### config.mk
export PLATFORM = sky130hd
export DESIGN_NAME = stack_machine_ops_flat
export DESIGN_NICKNAME = d
export VERILOG_FILES = /design/src/design/smo_pkg.sv /design/src/design/smo_if.sv /design/src/design/smo_ctrl.sv /design/src/design/smo_dpath.sv /design/src/design/stack_machine_ops.sv /design/src/flat_wrapper.sv
export SDC_FILE = /design/constraint.sdc
export NUM_CORES = 2
export LEC_CHECK = 0
export BUFFER_PORTS_ARGS = -buffer_cell sky130_fd_sc_hd__buf_2
export CORE_MARGIN = 1
export CORE_UTILIZATION = 57
export CTS_CLUSTER_DIAMETER = 100
export CTS_CLUSTER_SIZE = 8
export DETAILED_ROUTE_END_ITERATION = 10
export PLACE_DENSITY = 0.79
export SYNTH_ARGS = -nofsm -noshare
export SYNTH_HDL_FRONTEND = slang
export SYNTH_SLANG_ARGS = --single-unit
### constraint.sdc
create_clock -name clk_i -period 6 [get_ports clk_i]
set_input_delay 0 -clock clk_i [delete_from_list [all_inputs] [get_ports clk_i]]
set_output_delay 0 -clock clk_i [all_outputs]
set_load 0.01 [all_outputs]
### src/design/smo_pkg.sv
package smo_pkg;

  localparam int unsigned DefStackDepth = 64;
  localparam int unsigned DataW         = 32;

  typedef enum logic [2:0] {
    OP_PUSH = 3'd0,
    OP_PALL = 3'd1,
    OP_PEEK = 3'd2,
    OP_POP  = 3'd3,
    OP_SWAP = 3'd4,
    OP_ADD  = 3'd5,
    OP_NOP  = 3'd6
  } opcode_e;

  typedef enum logic [2:0] {
    ST_OK         = 3'd0,
    ST_PEEK_EMPTY = 3'd1,
    ST_POP_EMPTY  = 3'd2,
    ST_SWAP_SHORT = 3'd3,
    ST_ADD_SHORT  = 3'd4,
    ST_PUSH_FULL  = 3'd5
  } status_e;

  typedef enum logic [1:0] {
    RD_TOP      = 2'd0,
    RD_SECOND   = 2'd1,
    RD_PTR_NEXT = 2'd2
  } rd_sel_e;

  typedef enum logic [1:0] {
    WR_PUSH    = 2'd0,
    WR_SUM     = 2'd1,
    WR_SWAP_LO = 2'd2,
    WR_SWAP_HI = 2'd3
  } wr_sel_e;

  typedef struct packed {
    logic    in_ready;
    logic    emit;
    logic    emit_value;
    logic    emit_last;
    status_e emit_status;
    logic    rd_en;
    rd_sel_e rd_sel;
    logic    wr_en;
    wr_sel_e wr_sel;
    logic    cnt_inc;
    logic    cnt_dec;
    logic    cap_top;
    logic    ptr_load;
    logic    ptr_dec;
  } cmd_t;

  typedef struct packed {
    logic    in_valid;
    opcode_e op;
    logic    empty;
    logic    short_stack;
    logic    full;
    logic    ptr_zero;
    logic    out_free;
  } stat_t;

endpackage

### src/design/smo_if.sv
interface smo_in_if;
  logic               valid;
  logic               ready;
  logic [2:0]         opcode;
  logic signed [31:0] push_value;

  modport source (output valid, opcode, push_value, input ready);
  modport sink   (input valid, opcode, push_value, output ready);
endinterface

interface smo_out_if;
  logic               valid;
  logic               ready;
  logic signed [31:0] result_value;
  logic               value_valid;
  logic [2:0]         status;
  logic               last_result;

  modport source (output valid, result_value, value_valid, status, last_result, input ready);
  modport sink   (input valid, result_value, value_valid, status, last_result, output ready);
endinterface

### src/design/smo_ctrl.sv
module smo_ctrl
  import smo_pkg::*;
(
  input  logic  clk_i,
  input  logic  rst_ni,
  input  stat_t stat_i,
  output cmd_t  cmd_o
);

  typedef enum logic [6:0] {
    S_IDLE = 7'b0000001,
    S_DISP = 7'b0000010,
    S_PEEK = 7'b0000100,
    S_RD2  = 7'b0001000,
    S_WB1  = 7'b0010000,
    S_WB2  = 7'b0100000,
    S_PALL = 7'b1000000
  } state_e;

  state_e state_q, state_d;

  always_ff @(posedge clk_i or negedge rst_ni) begin
    if (!rst_ni) begin
      state_q <= S_IDLE;
    end else begin
      state_q <= state_d;
    end
  end

  always_comb begin
    state_d           = state_q;
    cmd_o.in_ready    = 1'b0;
    cmd_o.emit        = 1'b0;
    cmd_o.emit_value  = 1'b0;
    cmd_o.emit_last   = 1'b1;
    cmd_o.emit_status = ST_OK;
    cmd_o.rd_en       = 1'b0;
    cmd_o.rd_sel      = RD_TOP;
    cmd_o.wr_en       = 1'b0;
    cmd_o.wr_sel      = WR_PUSH;
    cmd_o.cnt_inc     = 1'b0;
    cmd_o.cnt_dec     = 1'b0;
    cmd_o.cap_top     = 1'b0;
    cmd_o.ptr_load    = 1'b0;
    cmd_o.ptr_dec     = 1'b0;

    unique case (state_q)
      S_IDLE: begin
        cmd_o.in_ready = 1'b1;
        if (stat_i.in_valid) begin
          state_d = S_DISP;
        end
      end
      S_DISP: begin
        case (stat_i.op)
          OP_PUSH: begin
            if (stat_i.out_free) begin
              cmd_o.emit        = 1'b1;
              cmd_o.emit_status = stat_i.full ? ST_PUSH_FULL : ST_OK;
              cmd_o.wr_en       = !stat_i.full;
              cmd_o.wr_sel      = WR_PUSH;
              cmd_o.cnt_inc     = !stat_i.full;
              state_d           = S_IDLE;
            end
          end
          OP_POP: begin
            if (stat_i.out_free) begin
              cmd_o.emit        = 1'b1;
              cmd_o.emit_status = stat_i.empty ? ST_POP_EMPTY : ST_OK;
              cmd_o.cnt_dec     = !stat_i.empty;
              state_d           = S_IDLE;
            end
          end
          OP_PEEK: begin
            if (!stat_i.empty) begin
              cmd_o.rd_en  = 1'b1;
              cmd_o.rd_sel = RD_TOP;
              state_d      = S_PEEK;
            end else if (stat_i.out_free) begin
              cmd_o.emit        = 1'b1;
              cmd_o.emit_status = ST_PEEK_EMPTY;
              state_d           = S_IDLE;
            end
          end
          OP_SWAP, OP_ADD: begin
            if (!stat_i.short_stack) begin
              cmd_o.rd_en  = 1'b1;
              cmd_o.rd_sel = RD_TOP;
              state_d      = S_RD2;
            end else if (stat_i.out_free) begin
              cmd_o.emit        = 1'b1;
              cmd_o.emit_status = (stat_i.op == OP_ADD) ? ST_ADD_SHORT : ST_SWAP_SHORT;
              state_d           = S_IDLE;
            end
          end
          OP_PALL: begin
            if (!stat_i.empty) begin
              cmd_o.rd_en    = 1'b1;
              cmd_o.rd_sel   = RD_TOP;
              cmd_o.ptr_load = 1'b1;
              state_d        = S_PALL;
            end else if (stat_i.out_free) begin
              cmd_o.emit = 1'b1;
              state_d    = S_IDLE;
            end
          end
          default: begin
            if (stat_i.out_free) begin
              cmd_o.emit = 1'b1;
              state_d    = S_IDLE;
            end
          end
        endcase
      end
      S_PEEK: begin
        if (stat_i.out_free) begin
          cmd_o.emit       = 1'b1;
          cmd_o.emit_value = 1'b1;
          state_d          = S_IDLE;
        end
      end
      S_RD2: begin
        cmd_o.cap_top = 1'b1;
        cmd_o.rd_en   = 1'b1;
        cmd_o.rd_sel  = RD_SECOND;
        state_d       = S_WB1;
      end
      S_WB1: begin
        if (stat_i.op == OP_ADD) begin
          if (stat_i.out_free) begin
            cmd_o.wr_en   = 1'b1;
            cmd_o.wr_sel  = WR_SUM;
            cmd_o.cnt_dec = 1'b1;
            cmd_o.emit    = 1'b1;
            state_d       = S_IDLE;
          end
        end else begin
          cmd_o.wr_en  = 1'b1;
          cmd_o.wr_sel = WR_SWAP_LO;
          state_d      = S_WB2;
        end
      end
      S_WB2: begin
        if (stat_i.out_free) begin
          cmd_o.wr_en  = 1'b1;
          cmd_o.wr_sel = WR_SWAP_HI;
          cmd_o.emit   = 1'b1;
          state_d      = S_IDLE;
        end
      end
      S_PALL: begin
        if (stat_i.out_free) begin
          cmd_o.emit       = 1'b1;
          cmd_o.emit_value = 1'b1;
          cmd_o.emit_last  = stat_i.ptr_zero;
          if (stat_i.ptr_zero) begin
            state_d = S_IDLE;
          end else begin
            cmd_o.rd_en   = 1'b1;
            cmd_o.rd_sel  = RD_PTR_NEXT;
            cmd_o.ptr_dec = 1'b1;
          end
        end
      end
      default: begin
        state_d = S_IDLE;
      end
    endcase
  end

endmodule

### src/design/smo_dpath.sv
module smo_dpath
  import smo_pkg::*;
#(
  parameter int unsigned STACK_DEPTH = DefStackDepth
) (
  input  logic       clk_i,
  input  logic       rst_ni,
  smo_in_if.sink     req_i,
  smo_out_if.source  rsp_o,
  input  cmd_t       cmd_i,
  output stat_t      stat_o
);

  localparam int unsigned CW = $clog2(STACK_DEPTH + 1);
  localparam int unsigned AW = $clog2(STACK_DEPTH);

  logic [DataW-1:0] mem [STACK_DEPTH];

  opcode_e          op_q;
  logic [DataW-1:0] val_q;
  logic [CW-1:0]    count_q, count_d;
  logic [AW-1:0]    ptr_q;
  logic [DataW-1:0] rd_q;
  logic [DataW-1:0] top_q;

  logic             out_valid_q;
  logic [DataW-1:0] out_value_q;
  logic             out_vv_q;
  status_e          out_status_q;
  logic             out_last_q;

  logic [CW-1:0]    cnt_m1, cnt_m2;
  logic [AW-1:0]    top_idx, second_idx, ptr_next;
  logic [AW-1:0]    raddr, waddr;
  logic [DataW-1:0] wdata;
  logic             out_free, full;

  assign cnt_m1     = count_q - CW'(1);
  assign cnt_m2     = count_q - CW'(2);
  assign top_idx    = cnt_m1[AW-1:0];
  assign second_idx = cnt_m2[AW-1:0];
  assign ptr_next   = ptr_q - AW'(1);
  assign full       = (count_q == CW'(STACK_DEPTH));
  assign out_free   = !out_valid_q || rsp_o.ready;

  assign req_i.ready = cmd_i.in_ready;

  assign stat_o.in_valid    = req_i.valid;
  assign stat_o.op          = op_q;
  assign stat_o.empty       = (count_q == '0);
  assign stat_o.short_stack = (count_q < CW'(2));
  assign stat_o.full        = full;
  assign stat_o.ptr_zero    = (ptr_q == '0);
  assign stat_o.out_free    = out_free;

  always_comb begin
    case (cmd_i.rd_sel)
      RD_TOP:      raddr = top_idx;
      RD_SECOND:   raddr = second_idx;
      RD_PTR_NEXT: raddr = ptr_next;
      default:     raddr = top_idx;
    endcase
  end

  always_comb begin
    case (cmd_i.wr_sel)
      WR_PUSH: begin
        waddr = count_q[AW-1:0];
        wdata = val_q;
      end
      WR_SUM: begin
        waddr = second_idx;
        wdata = top_q + rd_q;
      end
      WR_SWAP_LO: begin
        waddr = second_idx;
        wdata = top_q;
      end
      default: begin
        waddr = top_idx;
        wdata = rd_q;
      end
    endcase
  end

  always_ff @(posedge clk_i) begin
    if (cmd_i.wr_en) begin
      mem[waddr] <= wdata;
    end
  end

  always_ff @(posedge clk_i) begin
    if (cmd_i.rd_en) begin
      rd_q <= mem[raddr];
    end
  end

  always_ff @(posedge clk_i) begin
    if (req_i.valid && cmd_i.in_ready) begin
      val_q <= req_i.push_value;
    end
    if (cmd_i.cap_top) begin
      top_q <= rd_q;
    end
    if (cmd_i.ptr_load) begin
      ptr_q <= top_idx;
    end else if (cmd_i.ptr_dec) begin
      ptr_q <= ptr_next;
    end
    if (cmd_i.emit) begin
      out_value_q  <= cmd_i.emit_value ? rd_q : '0;
      out_vv_q     <= cmd_i.emit_value;
      out_status_q <= cmd_i.emit_status;
      out_last_q   <= cmd_i.emit_last;
    end
  end

  always_comb begin
    count_d = count_q;
    if (cmd_i.cnt_inc) begin
      count_d = count_q + CW'(1);
    end else if (cmd_i.cnt_dec) begin
      count_d = cnt_m1;
    end
  end

  always_ff @(posedge clk_i or negedge rst_ni) begin
    if (!rst_ni) begin
      count_q     <= '0;
      op_q        <= OP_NOP;
      out_valid_q <= 1'b0;
    end else begin
      count_q <= count_d;
      if (req_i.valid && cmd_i.in_ready) begin
        op_q <= opcode_e'(req_i.opcode);
      end
      if (cmd_i.emit) begin
        out_valid_q <= 1'b1;
      end else if (rsp_o.ready) begin
        out_valid_q <= 1'b0;
      end
    end
  end

  assign rsp_o.valid        = out_valid_q;
  assign rsp_o.result_value = out_value_q;
  assign rsp_o.value_valid  = out_vv_q;
  assign rsp_o.status       = out_status_q;
  assign rsp_o.last_result  = out_last_q;

  a_count_bound: assert property (@(posedge clk_i) disable iff (!rst_ni)
    count_q <= CW'(STACK_DEPTH))
    else $error("entry count beyond stack depth");

  a_emit_free: assert property (@(posedge clk_i) disable iff (!rst_ni)
    cmd_i.emit |-> out_free)
    else $error("result overwrites a waiting item");

  a_push_room: assert property (@(posedge clk_i) disable iff (!rst_ni)
    cmd_i.cnt_inc |=> count_q == $past(count_q) + CW'(1))
    else $error("push did not advance the count");

  a_pop_nonempty: assert property (@(posedge clk_i) disable iff (!rst_ni)
    cmd_i.cnt_dec |-> count_q != '0)
    else $error("pop on an empty stack");

endmodule

### src/design/stack_machine_ops.sv
// Channel   Role   Payload
// req_i     sink   opcode[2:0], push_value[31:0] signed
// rsp_o     source result_value[31:0] signed, value_valid, status[2:0], last_result
//
// One item at a time; the stack lives in a single-port-read, single-port-write
// memory with a registered read. Push, pop, no-op and errors answer at dispatch;
// peek reads the top; add reads two and writes the sum; swap reads two, writes
// both back. Print-all emits entries top first. Reset leaves the stack empty.
// A full output register stalls the sequencer; a new item is taken once the
// previous one has emitted its last result.
module stack_machine_ops
  import smo_pkg::*;
#(
  parameter int unsigned STACK_DEPTH = DefStackDepth
) (
  input  logic      clk_i,
  input  logic      rst_ni,
  smo_in_if.sink    req_i,
  smo_out_if.source rsp_o
);

  cmd_t  cmd;
  stat_t stat;

  smo_ctrl u_ctrl (
    .clk_i  (clk_i),
    .rst_ni (rst_ni),
    .stat_i (stat),
    .cmd_o  (cmd)
  );

  smo_dpath #(
    .STACK_DEPTH (STACK_DEPTH)
  ) u_dpath (
    .clk_i  (clk_i),
    .rst_ni (rst_ni),
    .req_i  (req_i),
    .rsp_o  (rsp_o),
    .cmd_i  (cmd),
    .stat_o (stat)
  );

endmodule
### src/flat_wrapper.sv
// flat-port wrapper written by rule: the top's interface ports become plain ports
module stack_machine_ops_flat import smo_pkg::*;
#(
  parameter int unsigned STACK_DEPTH = DefStackDepth
)
  (clk_i, rst_ni, req_i_valid, req_i_opcode, req_i_push_value, req_i_ready, rsp_o_valid, rsp_o_result_value, rsp_o_value_valid, rsp_o_status, rsp_o_last_result, rsp_o_ready);
  smo_in_if req_i_i ();
  smo_out_if rsp_o_i ();
  input  logic clk_i;
  input  logic rst_ni;
  input wire logic [$bits(req_i_i.valid)-1:0] req_i_valid;
  input wire logic [$bits(req_i_i.opcode)-1:0] req_i_opcode;
  input wire logic [$bits(req_i_i.push_value)-1:0] req_i_push_value;
  output wire logic [$bits(req_i_i.ready)-1:0] req_i_ready;
  output wire logic [$bits(rsp_o_i.valid)-1:0] rsp_o_valid;
  output wire logic [$bits(rsp_o_i.result_value)-1:0] rsp_o_result_value;
  output wire logic [$bits(rsp_o_i.value_valid)-1:0] rsp_o_value_valid;
  output wire logic [$bits(rsp_o_i.status)-1:0] rsp_o_status;
  output wire logic [$bits(rsp_o_i.last_result)-1:0] rsp_o_last_result;
  input wire logic [$bits(rsp_o_i.ready)-1:0] rsp_o_ready;
  assign req_i_i.valid = req_i_valid;
  assign req_i_i.opcode = req_i_opcode;
  assign req_i_i.push_value = req_i_push_value;
  assign req_i_ready = req_i_i.ready;
  assign rsp_o_valid = rsp_o_i.valid;
  assign rsp_o_result_value = rsp_o_i.result_value;
  assign rsp_o_value_valid = rsp_o_i.value_valid;
  assign rsp_o_status = rsp_o_i.status;
  assign rsp_o_last_result = rsp_o_i.last_result;
  assign rsp_o_i.ready = rsp_o_ready;
  stack_machine_ops #(.STACK_DEPTH(STACK_DEPTH)) u_core (.clk_i(clk_i), .rst_ni(rst_ni), .req_i(req_i_i), .rsp_o(rsp_o_i));
endmodule
==> results list <==
- Share of the synthesized area in the top cell type: 74.93%
- The number of setup buffers added after CTS is 0.
* Wire length of the first global-routing pass: 347.2 mm
- Via count of the first global-routing pass: 49.26k
* Die outline height: 394.1 um
- Data arrival, critical path: 6350 ps
- In this run, synthesis produced a sequential element count of 2205.
* Most common flop cell mapped by yosys: sky130_fd_sc_hd__edfxtp_1
* Area of the die: 0.1553 mm^2
- After global routing the overflow that remains totals 0.
* Via-to-Cell Ratio: 7.106
- Summing every instance area after synthesis gives 0.08764 mm^2.
* Cells after Synth: 4256
* Routed length per placed instance: 36.00 um
* Insertion delay to the later sink of the worst-skew pair: 920 ps
* Req. time, crit path: 6550 ps
- Number of warning messages in the yosys log: 0
* Count of routing violations after the opening detailed-route iteration: 7473
- TritonCTS built the clock tree.
* P&R area growth vs syn: 16.24%
* Net count of the mapped netlist: 4340
- VDD sags by at most 0.0005252 V.
- The hold violation total from the final report came to 0.
* Initial standard-cell utilization of the core: 57.56%
* RSZ-0062 raised after global routing: false
* Clock transition at path regs: 50 ps
- The run finished with clean final reports.
* Lkg Pwr: 0.03306 uW
- Summing internal, switching and leakage power gives 54810 uW.
* Worst Path Max Fanout: 19
* HPWL Detailed: 128.3 mm
* Htree depth: 5
* Final-layout fill cell count: 8754
- Sequential cell area: 0.06613 mm^2
- A synthesized cell averages 20.59 um^2.
- Number of iterations in the first detailed-routing pass: 6
* Overall routing resource usage: 31.48%
* Number of flops mapped to enable cells by yosys: 2187
- Summed over all failing endpoints, the final setup total negative slack is 0 ps.
- Class of the tightest hold or removal check: in -> reg
- Entering global routing, the biggest net connects 96 pins.
- The worst pin sits at a relative slew slack of 7.283%.
- At the end of the flow, the number of nets in the layout was 4817.
- Sum of routed wire length over all layers: 244.4 mm
- At the end of routability-driven placement, the weighted congestion stood at 0.9265.
- Subtracting the final worst setup slack from the clock period gives 5802 ps.
* Placed inst area: 0.09259 mm^2
* Footprint of the multi-input gates: 0.02114 mm^2
* Residual antenna-violating net count after detailed routing: 0
- The max-slew violation count is 0.
- 78 I/O pins were placed.
- Across all hold checks on the routed design, the worst slack comes to 167.5 ps.
* Highest clock rate: 172.4 MHz
- By area the synthesized netlist is led by sky130_fd_sc_hd__edfxtp_1, sky130_fd_sc_hd__mux4_2, sky130_fd_sc_hd__mux2i_1.
- In this run the core area contains 143 standard-cell rows.
- Antenna violations before repair: 11
- Post-route standard cell area excluding fillers: 0.1019 mm^2
- Critical Path Sink Type: flip-flop
* Gate family responsible for the most delay along the worst path: simple AND/OR/NAND/NOR gates
- Total clock buffers created by CTS: 325
* Max cap viols: 0
- For this run, the slowest stage of the critical path takes 730 ps.
- Via count: 48.25k
- Root buf cell: sky130_fd_sc_hd__clkbuf_16
- Clock Path Buffers: 4
- Crit share post-route: 96.70%
* Buffer and inverter count on the worst path: 3
- Final worst clock skew: 43.34 ps
- Among all stages on the critical path, the largest delay is contributed by sky130_fd_sc_hd__nor2_4.
- For the pin with the worst max-slew slack, the measured transition is 1391 ps.
* Kind of critical path: reg -> reg
- Width of the die: 394.1 um
- Counting flops with an async set or reset pin after synthesis yields a share of 0.8163%.
- The post-route netlist has 27.03% of its cells at a drive strength greater than 1.
* Number of distinct library cells after synthesis: 72
* Yosys top cell by area: sky130_fd_sc_hd__edfxtp_1
- The floorplan step defined a core boundary enclosing 0.1523 mm^2.
- Input and output buffers added on the ports amount to 77.
- Total of endpoints with negative setup slack in the final report: 0
- Cell Pwr Density: 538.0 mW/mm^2
- For this run, design rule violations remaining after detail routing come to 0.
* Series of cell instances along the critical path: nor4_2 -> nor4bb_1 -> a21oi_1 -> nor2_1 -> inv_1 -> ha_1 -> or2_2 -> nand2_1 -> a222oi_1 -> buf_4 -> nor2b_1 -> nand2_1 -> nor2_4 -> buf_4
- Worst setup SP type: flip-flop
- The tree built by TritonCTS fans out to 2205 sinks.
- The share of the Yosys chip area taken by registers is 75.45%.
-- state kept, by name, summed over array words and instances, names as in the netlist --
register and flops:
u_core.u_dpath.top_q 32, u_core.u_dpath.rsp_o.value_valid 1, u_core.u_dpath.count_q 7, u_core.u_dpath.op_q 3, u_core.u_dpath.mem 2048, u_core.u_dpath.rsp_o.valid 1
u_core.u_dpath.rsp_o.last_result 1, u_core.u_dpath.rd_q 32, u_core.u_dpath.ptr_q 6, u_core.u_dpath.rsp_o.status 3, u_core.u_ctrl.state_q 7, u_core.u_dpath.rsp_o.result_value 32
u_core.u_dpath.val_q 32
-- cells in the mapped netlist (all sizes together), types with 18 or more instances --
cell type / instances
mux4: 512
o21ai: 38
a21oi: 181
edfxtp: 2187
inv: 26
mux2i: 166
ha: 44
nand2: 80
nand3: 19
nor2: 121
nor2b: 140
a221oi: 25
and2: 34
xnor2: 31
clkbuf: 119
buf: 131
a21o: 18
a211oi: 199
-- cell families after synthesis --
logic type               Yosys count  synth area share [%]
flip-flops                      2205                 75.45
multiplexers                     678                 15.05
AO/OA/AOI/OAI                    542                 4.136
AND/OR/NAND/NOR                  464                 2.737
buffers and inverters            277                 1.525
XOR/XNOR                          45                0.4497
adder cells (fa/ha/maj)           45                0.6510
-- path summary, 6_finish.rpt --
kind | slack [ps] | endpoint | start | depth (start not counted)
setup / recovery | 200 | u_core.u_dpath.mem[32][12]$_DFFE_PP_ | u_core.u_ctrl.state_q[5]$_DFFE_PN0P_ | 14
max in group asynchronous | 5080 | u_core.u_dpath.count_q[2]$_DFFE_PN0P_ | rst_ni | 3
hold / removal | 170 | u_core.u_ctrl.state_q[1]$_DFFE_PN0P_ | req_i_valid | 4
min in group asynchronous | 350 | u_core.u_ctrl.state_q[2]$_DFFE_PN0P_ | rst_ni | 3
setup reg to reg | 200 | u_core.u_dpath.mem[32][12]$_DFFE_PP_ | u_core.u_ctrl.state_q[5]$_DFFE_PN0P_ | 14
hold reg to reg | 550 | u_core.u_dpath.count_q[6]$_DFFE_PN0P_ | u_core.u_dpath.count_q[6]$_DFFE_PN0P_ | 1
-- power breakdown --
group | switching, uW | leakage, uW | total (uW) | internal [uW]
Combinational | 12800 | 0.00898 | 20600 | 7880
Clock | 6070 | 0.00416 | 15800 | 9730
Sequential | 247 | 0.0199 | 18400 | 18100
Total | 19100 | 0.0331 | 54800 | 35700
-- area by class of cell --
type / count / area share [%]
tap: 2030 / 2.493
multi-input combinational: 1774 / 20.75
sequential: 2205 / 64.91
timing repair buffer: 400 / 3.436
clock inverter: 5 / 0.03930
clock buffer: 347 / 8.273
antenna: 2 / 0.004913
inverter: 27 / 0.09948
-- cells in the final DEF, fill, tap and decap left out, types with 19 or more instances in the layout --
cell type                       Yosys  routed
sky130_fd_sc_hd__and2_1            34      34
sky130_fd_sc_hd__o21ai_0           32      30
sky130_fd_sc_hd__nor2_1           121      57
sky130_fd_sc_hd__a221oi_1          24      23
sky130_fd_sc_hd__nor2b_1          140     140
sky130_fd_sc_hd__nand2_1           80      80
sky130_fd_sc_hd__a21oi_1          181     170
sky130_fd_sc_hd__mux2i_1          166     165
sky130_fd_sc_hd__a211oi_1         199     199
sky130_fd_sc_hd__buf_12             0      39
sky130_fd_sc_hd__buf_2             90      77
sky130_fd_sc_hd__edfxtp_1        2187    2187
sky130_fd_sc_hd__nand3_1           19      19
sky130_fd_sc_hd__xnor2_1           31      31
sky130_fd_sc_hd__inv_1             25      25
sky130_fd_sc_hd__mux4_2           512     512
sky130_fd_sc_hd__buf_4             13     203
sky130_fd_sc_hd__clkbuf_16          0     335
sky130_fd_sc_hd__ha_1              44      43
sky130_fd_sc_hd__nor2_4             0      64
sky130_fd_sc_hd__dlygate4sd3_1      0      81
-- timing repair --
| action | 4_1_cts | 5_1_grt |
|---|---|---|
| endpoints found under the hold margin | 95 | 0 |
| resized for setup | 0 | 1 |
| endpoints found under the setup margin | 0 | 2 |
| hold buffers | 81 | 0 |
-- routing by layer --
| metal | track usage (%) | vias to the layer above | wire (um) |
|---|---|---|---|
| met4 | 16.31 | 2 | 13860 |
| met1 | 40.82 | 24677 | 81220 |
| met3 | 9.139 | 714 | 34090 |
| met2 | 48.76 | 4322 | 115200 |
| met5 | 0 | - | 18 |
| li1 | - | 18537 | - |
-- worst min-delay path, cell delays in order --
cell and delay [ps]:
sky130_fd_sc_hd__dlygate4sd3_1 540, sky130_fd_sc_hd__buf_2 120, sky130_fd_sc_hd__nand2_1 180, sky130_fd_sc_hd__a41oi_1 160
-- per-stage QoR --
step	cells	setup slack [ps]	utilization, %
CTS	6788	280.6	66.90
global route	6788	84.38	66.91
global placement	6355	373.8	60.81
floorplan	4256	150.9	-
detailed placement	6355	365.7	60.81
finish	6790	198.1	66.91
Power figures use the tool's default switching activity.
